[config.mk]
export PLATFORM = sky130hd
export DESIGN_NAME = deadline_sorted_timer_queue_unit
export DESIGN_NICKNAME = d
export VERILOG_FILES = /design/src/hw/rtl/dstq_pkg.sv /design/src/hw/rtl/dstq_div.sv /design/src/hw/rtl/deadline_sorted_timer_queue_unit.sv
export SDC_FILE = /design/constraint.sdc
export NUM_CORES = 2
export LEC_CHECK = 0
export BUFFER_PORTS_ARGS = -buffer_cell sky130_fd_sc_hd__buf_4
export CORE_ASPECT_RATIO = 2
export CORE_UTILIZATION = 64
export CTS_BUF_LIST = sky130_fd_sc_hd__clkbuf_16
export DETAILED_ROUTE_END_ITERATION = 16
export PLACE_DENSITY = 0.82
export SYNTH_ARGS = -nofsm -noshare
export SYNTH_HDL_FRONTEND = slang
export SYNTH_SLANG_ARGS = --single-unit
[constraint.sdc]
create_clock -name i_clk -period 10.5 [get_ports i_clk]
set_clock_uncertainty 0.2 [all_clocks]
set_input_delay 0.525 -clock i_clk [delete_from_list [all_inputs] [get_ports i_clk]]
set_output_delay 0.525 -clock i_clk [all_outputs]
set_load 0.02 [all_outputs]
[src/hw/rtl/dstq_pkg.sv]
// Shared types and constants of the deadline sorted timer queue.
package dstq_pkg;

    localparam int QUEUE_DEPTH_DEF = 16;
    localparam int TAG_WIDTH_DEF   = 8;

    localparam int TIME_W    = 48;
    localparam int ELAPSED_W = 20;
    localparam int DELAY_W   = 24;
    localparam int TAG_W     = 8;
    localparam int WAIT_W    = 24;
    localparam int MS_W      = 10;

    // A delay of up to 2^24-1 ms is below 2^34 us, and time never passes
    // a deadline backwards, so a pending wait always fits in 34 bits.
    localparam int DIFF_W = 34;
    localparam int PROD_W = DELAY_W + MS_W;

    localparam logic [MS_W-1:0]   US_PER_MS = MS_W'(1000);
    localparam logic [TIME_W-1:0] TIME_MAX  = {TIME_W{1'b1}};

    localparam int MAX_RESULTS = 16;
    localparam int RES_IW      = $clog2(MAX_RESULTS);
    localparam int RES_CW      = $clog2(MAX_RESULTS + 1);

    localparam logic FUNC_TICK     = 1'b0;
    localparam logic FUNC_SCHEDULE = 1'b1;

    localparam logic STATUS_OK   = 1'b0;
    localparam logic STATUS_FULL = 1'b1;

    typedef struct packed {
        logic                 func;
        logic [ELAPSED_W-1:0] elapsed_us;
        logic [DELAY_W-1:0]   delay_ms;
        logic [TAG_W-1:0]     event_tag;
    } t_in;

    typedef struct packed {
        logic              event_valid;
        logic [TAG_W-1:0]  expired_tag;
        logic              last;
        logic              status;
        logic              queue_empty;
        logic [WAIT_W-1:0] next_wait_ms;
    } t_out;

endpackage

[src/hw/rtl/dstq_div.sv]
// Divider by the microseconds-per-millisecond constant, built as one reciprocal multiply.
module dstq_div
    import dstq_pkg::*;
(
    input  logic              i_clk,
    input  logic              i_rst_n,
    input  logic              i_start,
    input  logic [DIFF_W-1:0] i_dividend,
    output logic              o_done,
    output logic [WAIT_W-1:0] o_quot
);

    // x / 1000 is (x / 8) / 125, and x / 8 fits in 31 bits. The reciprocal of 125,
    // scaled by 2^38 and rounded up, gives the exact floor over that whole range.
    localparam int                 PRE_SH    = 3;
    localparam int                 Y_W       = DIFF_W - PRE_SH;
    localparam int                 RECIP_W   = 32;
    localparam int                 RECIP_SH  = 38;
    localparam logic [RECIP_W-1:0] RECIP_125 = 32'd2199023256;
    localparam int                 P_W       = Y_W + RECIP_W;

    logic           r_done;
    logic [P_W-1:0] r_prod;

    always_ff @(posedge i_clk) begin
        if (!i_rst_n) begin
            r_done <= 1'b0;
        end else begin
            r_done <= i_start;
        end
    end

    always_ff @(posedge i_clk) begin
        if (i_start) begin
            r_prod <= P_W'(i_dividend[DIFF_W-1:PRE_SH]) * P_W'(RECIP_125);
        end
    end

    assign o_done = r_done;
    assign o_quot = r_prod[RECIP_SH +: WAIT_W];

endmodule

[src/hw/rtl/deadline_sorted_timer_queue_unit.sv]
// Top level of the deadline sorted timer queue: sequencer, entry memory, result buffer.
// Schedule: the sorted insert walks the pending entries with later deadlines; a full queue skips it
// and answers with full status; a pending head wait is then divided into milliseconds.
// Tick: expired events are taken from the head, at most sixteen per tick; later result beats follow
// one per cycle while the output drains, and the next item is taken in the cycle after the last
// beat loads. Synchronous active-low reset clears state, time, count, head, indices and out valid.
module deadline_sorted_timer_queue_unit
    import dstq_pkg::*;
#(
    parameter int QUEUE_DEPTH = QUEUE_DEPTH_DEF,
    parameter int TAG_WIDTH   = TAG_WIDTH_DEF
) (
    input  logic i_clk,
    input  logic i_rst_n,
    input  logic i_in_valid,
    output logic o_in_ready,
    input  t_in  i_in_data,
    output logic o_out_valid,
    input  logic i_out_ready,
    output t_out o_out_data
);

    localparam int PW     = $clog2(QUEUE_DEPTH);
    localparam int CW     = $clog2(QUEUE_DEPTH + 1);
    localparam int SW     = CW + 1;
    localparam int TW_MIN = (TAG_WIDTH < TAG_W) ? TAG_WIDTH : TAG_W;

    typedef struct packed {
        logic [TIME_W-1:0]    dl;
        logic [TAG_WIDTH-1:0] tag;
    } t_entry;

    typedef enum logic [9:0] {
        S_IDLE = 10'b0000000001,
        S_DL   = 10'b0000000010,
        S_IRD  = 10'b0000000100,
        S_ICMP = 10'b0000001000,
        S_PRD  = 10'b0000010000,
        S_PCMP = 10'b0000100000,
        S_HRD  = 10'b0001000000,
        S_HCMP = 10'b0010000000,
        S_DIV  = 10'b0100000000,
        S_OUT  = 10'b1000000000
    } t_state;

    // Logical queue positions map onto a ring that starts at the head.
    function automatic logic [PW-1:0] phys(input logic [PW-1:0] head,
                                           input logic [CW-1:0] off);
        logic [SW-1:0] sum;
        sum = SW'(head) + SW'(off);
        if (sum >= SW'(QUEUE_DEPTH)) begin
            sum = sum - SW'(QUEUE_DEPTH);
        end
        return sum[PW-1:0];
    endfunction

    function automatic logic [TAG_WIDTH-1:0] tag_in(input logic [TAG_W-1:0] t);
        logic [TAG_WIDTH-1:0] v;
        v = '0;
        for (int b = 0; b < TW_MIN; b++) begin
            v[b] = t[b];
        end
        return v;
    endfunction

    function automatic logic [TAG_W-1:0] tag_out(input logic [TAG_WIDTH-1:0] t);
        logic [TAG_W-1:0] v;
        v = '0;
        for (int b = 0; b < TW_MIN; b++) begin
            v[b] = t[b];
        end
        return v;
    endfunction

    // Control state.
    t_state             r_state, n_state;
    logic [TIME_W-1:0]  r_time, n_time;
    logic [CW-1:0]      r_count, n_count;
    logic [PW-1:0]      r_head, n_head;
    logic [CW-1:0]      r_idx, n_idx;
    logic [RES_CW-1:0]  r_nres, n_nres;
    logic [RES_IW-1:0]  r_oidx, n_oidx;
    logic               r_ovalid, n_ovalid;

    // Payload of the item in flight.
    logic               r_sched, n_sched;
    logic               r_status, n_status;
    logic [TAG_WIDTH-1:0] r_tag, n_tag;
    logic [PROD_W-1:0]  r_prod, n_prod;
    logic [TIME_W-1:0]  r_dl, n_dl;
    logic [WAIT_W-1:0]  r_wait, n_wait;
    t_out               r_out, n_out;

    // Entry memory with one write port and one registered read port.
    t_entry             r_mem [QUEUE_DEPTH];
    t_entry             r_rd;
    logic [PW-1:0]      w_raddr;
    logic               w_we;
    logic [PW-1:0]      w_waddr;
    t_entry             w_wdata;

    // Tags of the events that expire on one tick wait here until the tick settles.
    // The read is registered at the index of the next result beat.
    logic [TAG_W-1:0]   r_rbuf [MAX_RESULTS];
    logic [TAG_W-1:0]   r_rb_rd;
    logic               w_rb_we;

    // Shared divider that turns the head wait from microseconds into milliseconds.
    logic               w_div_start;
    logic [DIFF_W-1:0]  w_div_arg;
    logic               w_div_done;
    logic [WAIT_W-1:0]  w_div_quot;

    logic [TIME_W:0]    w_tick_sum;
    logic [TIME_W:0]    w_dl_sum;
    logic [TIME_W-1:0]  w_diff;
    logic               w_in_acc;
    logic               w_load;
    logic               w_ev;
    logic               w_last;

    dstq_div u_div (
        .i_clk      (i_clk),
        .i_rst_n    (i_rst_n),
        .i_start    (w_div_start),
        .i_dividend (w_div_arg),
        .o_done     (w_div_done),
        .o_quot     (w_div_quot)
    );

    assign w_in_acc   = i_in_valid && o_in_ready;
    assign w_tick_sum = {1'b0, r_time} + (TIME_W + 1)'(i_in_data.elapsed_us);
    assign w_dl_sum   = {1'b0, r_time} + (TIME_W + 1)'(r_prod);
    assign w_diff     = r_rd.dl - r_time;
    assign w_div_arg  = w_diff[DIFF_W-1:0];

    // In the output state, a result beat is loaded whenever the output register is free or drains.
    assign w_load = (r_state == S_OUT) && (!r_ovalid || i_out_ready);
    assign w_ev   = !r_sched && (r_nres != '0);
    assign w_last = !w_ev || ((RES_CW'(r_oidx) + RES_CW'(1)) == r_nres);

    always_comb begin
        n_state     = r_state;
        n_time      = r_time;
        n_count     = r_count;
        n_head      = r_head;
        n_idx       = r_idx;
        n_nres      = r_nres;
        n_oidx      = r_oidx;
        n_ovalid    = r_ovalid;
        n_sched     = r_sched;
        n_status    = r_status;
        n_tag       = r_tag;
        n_prod      = r_prod;
        n_dl        = r_dl;
        n_wait      = r_wait;
        n_out       = r_out;
        w_raddr     = r_head;
        w_we        = 1'b0;
        w_waddr     = phys(r_head, r_idx);
        w_wdata     = r_rd;
        w_rb_we     = 1'b0;
        w_div_start = 1'b0;

        if (r_ovalid && i_out_ready) begin
            n_ovalid = 1'b0;
        end

        case (r_state)
            S_IDLE: begin
                if (w_in_acc) begin
                    n_sched  = (i_in_data.func == FUNC_SCHEDULE);
                    n_status = STATUS_OK;
                    n_tag    = tag_in(i_in_data.event_tag);
                    n_prod   = PROD_W'(i_in_data.delay_ms * US_PER_MS);
                    n_nres   = '0;
                    n_oidx   = '0;
                    if (i_in_data.func == FUNC_SCHEDULE) begin
                        if (r_count >= CW'(QUEUE_DEPTH)) begin
                            n_status = STATUS_FULL;
                            n_state  = S_HRD;
                        end else begin
                            n_state = S_DL;
                        end
                    end else begin
                        n_time  = w_tick_sum[TIME_W] ? TIME_MAX : w_tick_sum[TIME_W-1:0];
                        n_state = S_PRD;
                    end
                end
            end
            S_DL: begin
                n_dl    = w_dl_sum[TIME_W] ? TIME_MAX : w_dl_sum[TIME_W-1:0];
                n_idx   = r_count;
                n_state = S_IRD;
            end
            S_IRD: begin
                // Walk from the tail toward the head, with a read state and a compare state per entry.
                if (r_idx == '0) begin
                    w_we        = 1'b1;
                    w_wdata.dl  = r_dl;
                    w_wdata.tag = r_tag;
                    n_count     = r_count + CW'(1);
                    n_state     = S_HRD;
                end else begin
                    w_raddr = phys(r_head, r_idx - CW'(1));
                    n_state = S_ICMP;
                end
            end
            S_ICMP: begin
                w_we = 1'b1;
                if (r_rd.dl > r_dl) begin
                    n_idx   = r_idx - CW'(1);
                    n_state = S_IRD;
                end else begin
                    // Equal deadlines stay ahead of the new entry.
                    w_wdata.dl  = r_dl;
                    w_wdata.tag = r_tag;
                    n_count     = r_count + CW'(1);
                    n_state     = S_HRD;
                end
            end
            S_PRD: begin
                if (r_count == '0 || r_nres == RES_CW'(MAX_RESULTS)) begin
                    n_state = S_HRD;
                end else begin
                    n_state = S_PCMP;
                end
            end
            S_PCMP: begin
                if (r_rd.dl < r_time) begin
                    w_rb_we = 1'b1;
                    n_nres  = r_nres + RES_CW'(1);
                    n_count = r_count - CW'(1);
                    n_head  = (r_head == PW'(QUEUE_DEPTH - 1)) ? '0 : r_head + PW'(1);
                    n_state = S_PRD;
                end else begin
                    n_state = S_HRD;
                end
            end
            S_HRD: begin
                n_state = S_HCMP;
            end
            S_HCMP: begin
                if (r_count == '0 || r_rd.dl <= r_time) begin
                    n_wait  = '0;
                    n_state = S_OUT;
                end else begin
                    w_div_start = 1'b1;
                    n_state     = S_DIV;
                end
            end
            S_DIV: begin
                if (w_div_done) begin
                    n_wait  = w_div_quot;
                    n_state = S_OUT;
                end
            end
            S_OUT: begin
                if (w_load) begin
                    n_ovalid           = 1'b1;
                    n_out.event_valid  = w_ev;
                    n_out.expired_tag  = w_ev ? r_rb_rd : '0;
                    n_out.last         = w_last;
                    n_out.status       = r_status;
                    n_out.queue_empty  = (r_count == '0);
                    n_out.next_wait_ms = r_wait;
                    if (w_last) begin
                        n_state = S_IDLE;
                    end else begin
                        n_oidx = r_oidx + RES_IW'(1);
                    end
                end
            end
            default: begin
                n_state = S_IDLE;
            end
        endcase
    end

    always_ff @(posedge i_clk) begin
        if (!i_rst_n) begin
            r_state  <= S_IDLE;
            r_time   <= '0;
            r_count  <= '0;
            r_head   <= '0;
            r_idx    <= '0;
            r_nres   <= '0;
            r_oidx   <= '0;
            r_ovalid <= 1'b0;
        end else begin
            r_state  <= n_state;
            r_time   <= n_time;
            r_count  <= n_count;
            r_head   <= n_head;
            r_idx    <= n_idx;
            r_nres   <= n_nres;
            r_oidx   <= n_oidx;
            r_ovalid <= n_ovalid;
        end
    end

    always_ff @(posedge i_clk) begin
        r_sched  <= n_sched;
        r_status <= n_status;
        r_tag    <= n_tag;
        r_prod   <= n_prod;
        r_dl     <= n_dl;
        r_wait   <= n_wait;
        r_out    <= n_out;
    end

    always_ff @(posedge i_clk) begin
        if (w_we) begin
            r_mem[w_waddr] <= w_wdata;
        end
        r_rd <= r_mem[w_raddr];
    end

    always_ff @(posedge i_clk) begin
        if (w_rb_we) begin
            r_rbuf[r_nres[RES_IW-1:0]] <= tag_out(r_rd.tag);
        end
        r_rb_rd <= r_rbuf[n_oidx];
    end

    assign o_in_ready  = (r_state == S_IDLE);
    assign o_out_valid = r_ovalid;
    assign o_out_data  = r_out;

endmodule
# Yosys cells after proc, flatten, opt, wreduce, memory -nomap -nowiden
# Memories as Yosys holds them, arrays and structs flattened. A register that Yosys moved wholly into a read port is not among the register bits.
# Cells that the tools add are included.
# word_totals
ff_bits,291
ramBits,1024
wordCells,147
out_inout_bits,38
n_memories,2
inputBits,57
# classes
bitwise,1
n_addsub,14
n_reduce_logical,27
n_mul,2
eq_ne,22
n_lt_le_gt_ge,6
mux,51
# mem_list
name,depth,word_bits,read_ports,rd_clocked_by_memory_dff,write_ports,line_no,source
r_mem,16,56,1,1,1,deadline_sorted_timer_queue_unit.sv:95,t_entry r_mem [QUEUE_DEPTH];
r_rbuf,16,8,1,1,1,deadline_sorted_timer_queue_unit.sv:104,logic [TAG_W-1:0] r_rbuf [MAX_RESULTS];
# ops
op,count
56-bit two-way mux,2
56-bit case mux with 2 select lines,1
10-bit case mux with 10 select lines,1
10-bit two-way mux,6
31-bit by 29-bit multiplier with 59-bit output (second input constant),1
48-bit by 20-bit adder with 49-bit output,1
48-bit by 34-bit adder with 49-bit output,1
48-bit > comparator,1
48-bit <= comparator,1
48-bit < comparator,1
24-bit two-way mux,2
48-bit two-way mux,1
24-bit case mux with 2 select lines,1
7-bit two-way mux,5
34-bit subtractor,1
4-bit two-way mux,8
24-bit by 7-bit multiplier with 31-bit output (second input constant),1
5-bit two-way mux,6
5-bit case mux with 2 select lines,2
5-bit case mux with 3 select lines,1
2-bit != test (second input constant),7
1-bit two-way mux,13
4-bit by 5-bit adder with 6-bit output,2
6-bit by 5-bit >= comparator with 1-bit output (second input constant),2
33 further kinds,55

# Logic depth before layout (Yosys ltp)
# logic_depth
ltp_word,7
depth_mapped,37
depth_no_buf,37

# Cells and area by module
# Synthesis repeated with hierarchy kept, for this count alone.
# unflattened
hier_cells,5471
area_unflattened_um2,75717.6
# by_module_without_submodules
mod,seq_area_each_um2,instances,cells_per_inst,area_per_inst_um2
deadline_sorted_timer_queue_unit,38146.6,1,3926,60480.5
dstq_div,740.7,1,1545,15237.1

# Worst setup path before layout
# OpenSTA, ideal clock, no wires.
# synth_timing
kind,register to register
startpoint,reg r_time[4]
endpoint,reg u_div.r_prod[61] (data pin)
setup_ns,0.273
slack_ns,0.897
path_stages_with_launch,35
path_buffers,0
period_less_slack_ns,9.603
t_required_ns,10.027
arrival_ns,9.130
cell_sequence,dfxtp_1 inv_1 ha_1 nand3_1 o21bai_1 a21o_1 a21boi_0 o21a_1 nor2_1 o2111ai_1 a21oi_1 o21ba_2 xnor2_1 ha_1 fa_1 fa_1 inv_1 fa_1 inv_1 fa_1 fa_1 fa_1 inv_1 fa_1 inv_1 ha_1 a21o_1 a221o_1 a21o_1 o21ai_0 a21oi_1 o2111ai_1 nand2_1 a2111oi_0 xnor2_1
# synth_between
elab_chain_len,2
# synth_lines
element,line_no,source
"start, declared",deadline_sorted_timer_queue_unit.sv:77,"logic [TIME_W-1:0] r_time, n_time;"
"start signal, assigned",deadline_sorted_timer_queue_unit.sv:292,r_time <= n_time;
34-bit subtractor,deadline_sorted_timer_queue_unit.sv:134,assign w_diff = r_rd.dl - r_time;
31-bit by 29-bit multiplier with 59-bit output,dstq_div.sv:35,r_prod <= P_W'(i_dividend[DIFF_W-1:PRE_SH]) * P_W'(RECIP_125);
"end signal, assigned",dstq_div.sv:35,
"end, declared",dstq_div.sv:23,logic [P_W-1:0] r_prod;
# Every way passes these cells.
# A chain may end at the register's enable or synchronous reset.

# Worst setup path in the final report
# layout_timing
startpoint,reg r_time[3]
endpoint,reg u_div.r_prod[61] (data pin)
# The elaborated chain is that of the path after synthesis.

==> out/results.ini <==
[worst_setup_path]
end_kind = flop
cp_max_fo = 6
start_kind = flop
cp.arrival_ps = 10310
ff2ff_path_depth = 36
critPathSlowestCell = fa_1
criticalPathCategory = flop to flop
crit_required_ps = 10760
crit_path_frequent_cell = fa_1
worst_path_largest_cell_delay_ps = 560

[floorplanning]
die_y_um = 482
start_util_pct = 64.7
core_um2 = 114000
rows = 175
ioPinCount = 95
die-area_um2 = 117000
die_x_um = 242

[yosys]
synth_area_um2 = 73600
synth_cell_types = 83
synth_ff_type = edfxtp_1
netlist_instances = 4972
synth_edf_count = 1197
synth_nets = 6014
synth-seq-area-share_pct = 52.8
ys_seq_elements = 1344
syn_area_per_cell_um2 = 14.8
synth_warnings = 0
async_reset_ff_share_pct = 0

[clock_tree]
clkTransAtPathRegs_ps = 70
cts.sinks = 1344
root_buffer = clkbuf_16
cts_buffer_depth = 3
clock_latency_ps = 750
cts-buffers-inserted = 106
cts_tree = yes
cts_max_level = 3

[route]
drtAntennaViolNets = 0
first_pass_iters = 5
drt_iter0_drc = 3744
viasPerCell = 6.45
via_count = 43600
wl_per_cell_um = 27.4
drc = 0
totalWireLength_mm = 185

[sta]
rsz0062_at_grt = false
slew_viol_final = 0
max_slew_margin_pct = 16.2
min_period_ps = 10060
fmax_ghz = 0.0994
worstMarginPinSlew_ps = 1250
hold_violations = 0
holdWs_ps = 59.8
setup_viol = 0
period_share_pct = 95.8

[global_route]
grt_overflow = 0
track_usage_pct = 32.5
grt_max_degree = 136
grt_pass1_wl_mm = 278
antenna_found_initial = 2
first_global_vias = 46800

[finish]
layout_common_cells = edfxtp_1 (1,197), inv_1 (642), ha_1 (607), fa_1 (378), mux4_2 (242)
final_cells = 6758
syn_to_final_growth_pct = 9.16
drive_gt1_share_pct = 14.0
num-nets-final = 6201
final_area_um2 = 80400
final_common_cell = edfxtp_1

[status]
status = completed

[place]
dp.cells = 6538
port-buffer-count = 94
dpl-instance-area_um2 = 76600
globalplace.congestion = 1.03
place_hpwl_mm = 127

[run]
max_cap_viol_count = 0

[worst_hold_path]
hp-class = input pin to flop
hold_depth = 2

==> Yosys cell counts (all sizes together), types with 79 or more instances <==
master | n | share of area (%)
a21oi | 210 | 1.4
fa | 378 | 10
dfxtp | 147 | 4.0
mux2i | 92 | 1.3
edfxtp | 1197 | 49
mux4 | 256 | 7.9
xnor2 | 92 | 1.1
nor2 | 129 | 0.67
ha | 607 | 10
nand2 | 140 | 0.71
o21ai | 92 | 0.63
a211oi | 79 | 0.81
inv | 627 | 3.2
a21o | 100 | 1.0
==> kinds of logic (layout without fill, tap and decap cells) <==
kind of cell / Yosys count / after routing / share of synthesized area, %
and+or+nand+nor: 634 / 634 / 4.46
buffers and inverters: 761 / 1042 / 4.09
muxes: 405 / 405 / 10.0
AOI/OAI and AO/OA: 705 / 705 / 6.40
other: 0 / 1 / 0
DFF: 1344 / 1344 / 52.8
xor gates and xnor gates: 138 / 138 / 1.64
adders and majority gates: 985 / 985 / 20.6
==> flip-flops by register name, indices dropped and copies added, names as in the netlist <==
register / flops
o_out_data: 36
o_out_valid: 1
r_count: 5
r_dl: 48
r_head: 4
r_idx: 5
r_mem: 896
r_nres: 5
r_oidx: 4
r_prod: 31
r_rb_rd: 8
r_rbuf: 128
r_rd: 56
r_sched: 1
r_state: 10
r_status: 1
r_tag: 8
r_time: 48
r_wait: 24
u_div.o_done: 1
u_div.r_prod: 24
==> timing repair <==
action,CTS,global route
setup endpoints to repair,11,15
pin swaps,0,1
endpoints found under the hold margin,17,0
buffers inserted,0,3
hold buffers,14,0
gates resized for setup,1,7
==> area by class of cell <==
| class | instances | area (um2) |
|---|---|---|
| inverter | 627 | 2350 |
| sequential | 1344 | 38900 |
| timing repair buffer | 213 | 1710 |
| multi-input combinational | 2867 | 32000 |
| tap | 1504 | 1880 |
| fill | 7206 | 33500 |
| clock inverter | 96 | 890 |
| clock buffer | 106 | 2650 |
| antenna | 1 | 2.50 |
==> stage by stage <==
step	util, %	setup WS [ps]	TNS, ps
global route	70.6	45.3	0
floorplan	-	897	0
CTS	70.5	196	0
finish	70.6	444	0
global placement	67.3	-43.1	-46.4
detailed placement	67.3	-149	-321
==> metal layers <==
metal,wire (um),track usage (%)
met4,14900,23.1
met3,10900,4.39
met1,61300,34.6
met2,98300,59.1
met5,0,0
==> critical path, delay by kind of cell (launching register included) <==
family	cells	cell delay (ps)
fa+ha+maj	10	4420
simple gates	3	490
compound gates	14	3380
buf+inv	7	640
xor+xnor	2	260
flops	1	360
==> worst paths after layout <==
| check | endpoint | startpoint | slack (ps) |
|---|---|---|---|
| max | u_div.r_prod[61]$_DFFE_PP_ | r_time[3]$_SDFFE_PN0P_ | 440 |
| min | r_time[36]$_SDFFE_PN0P_ | i_rst_n | 60 |
| max reg2reg | u_div.r_prod[61]$_DFFE_PP_ | r_time[3]$_SDFFE_PN0P_ | 440 |
| min reg2reg | o_out_data[14]$_DFFE_PP_ | r_wait[14]$_SDFFCE_PP0P_ | 220 |
Power is not shown: default switching activity piles up to over one toggle a cycle in this logic, so the estimate is an artifact.
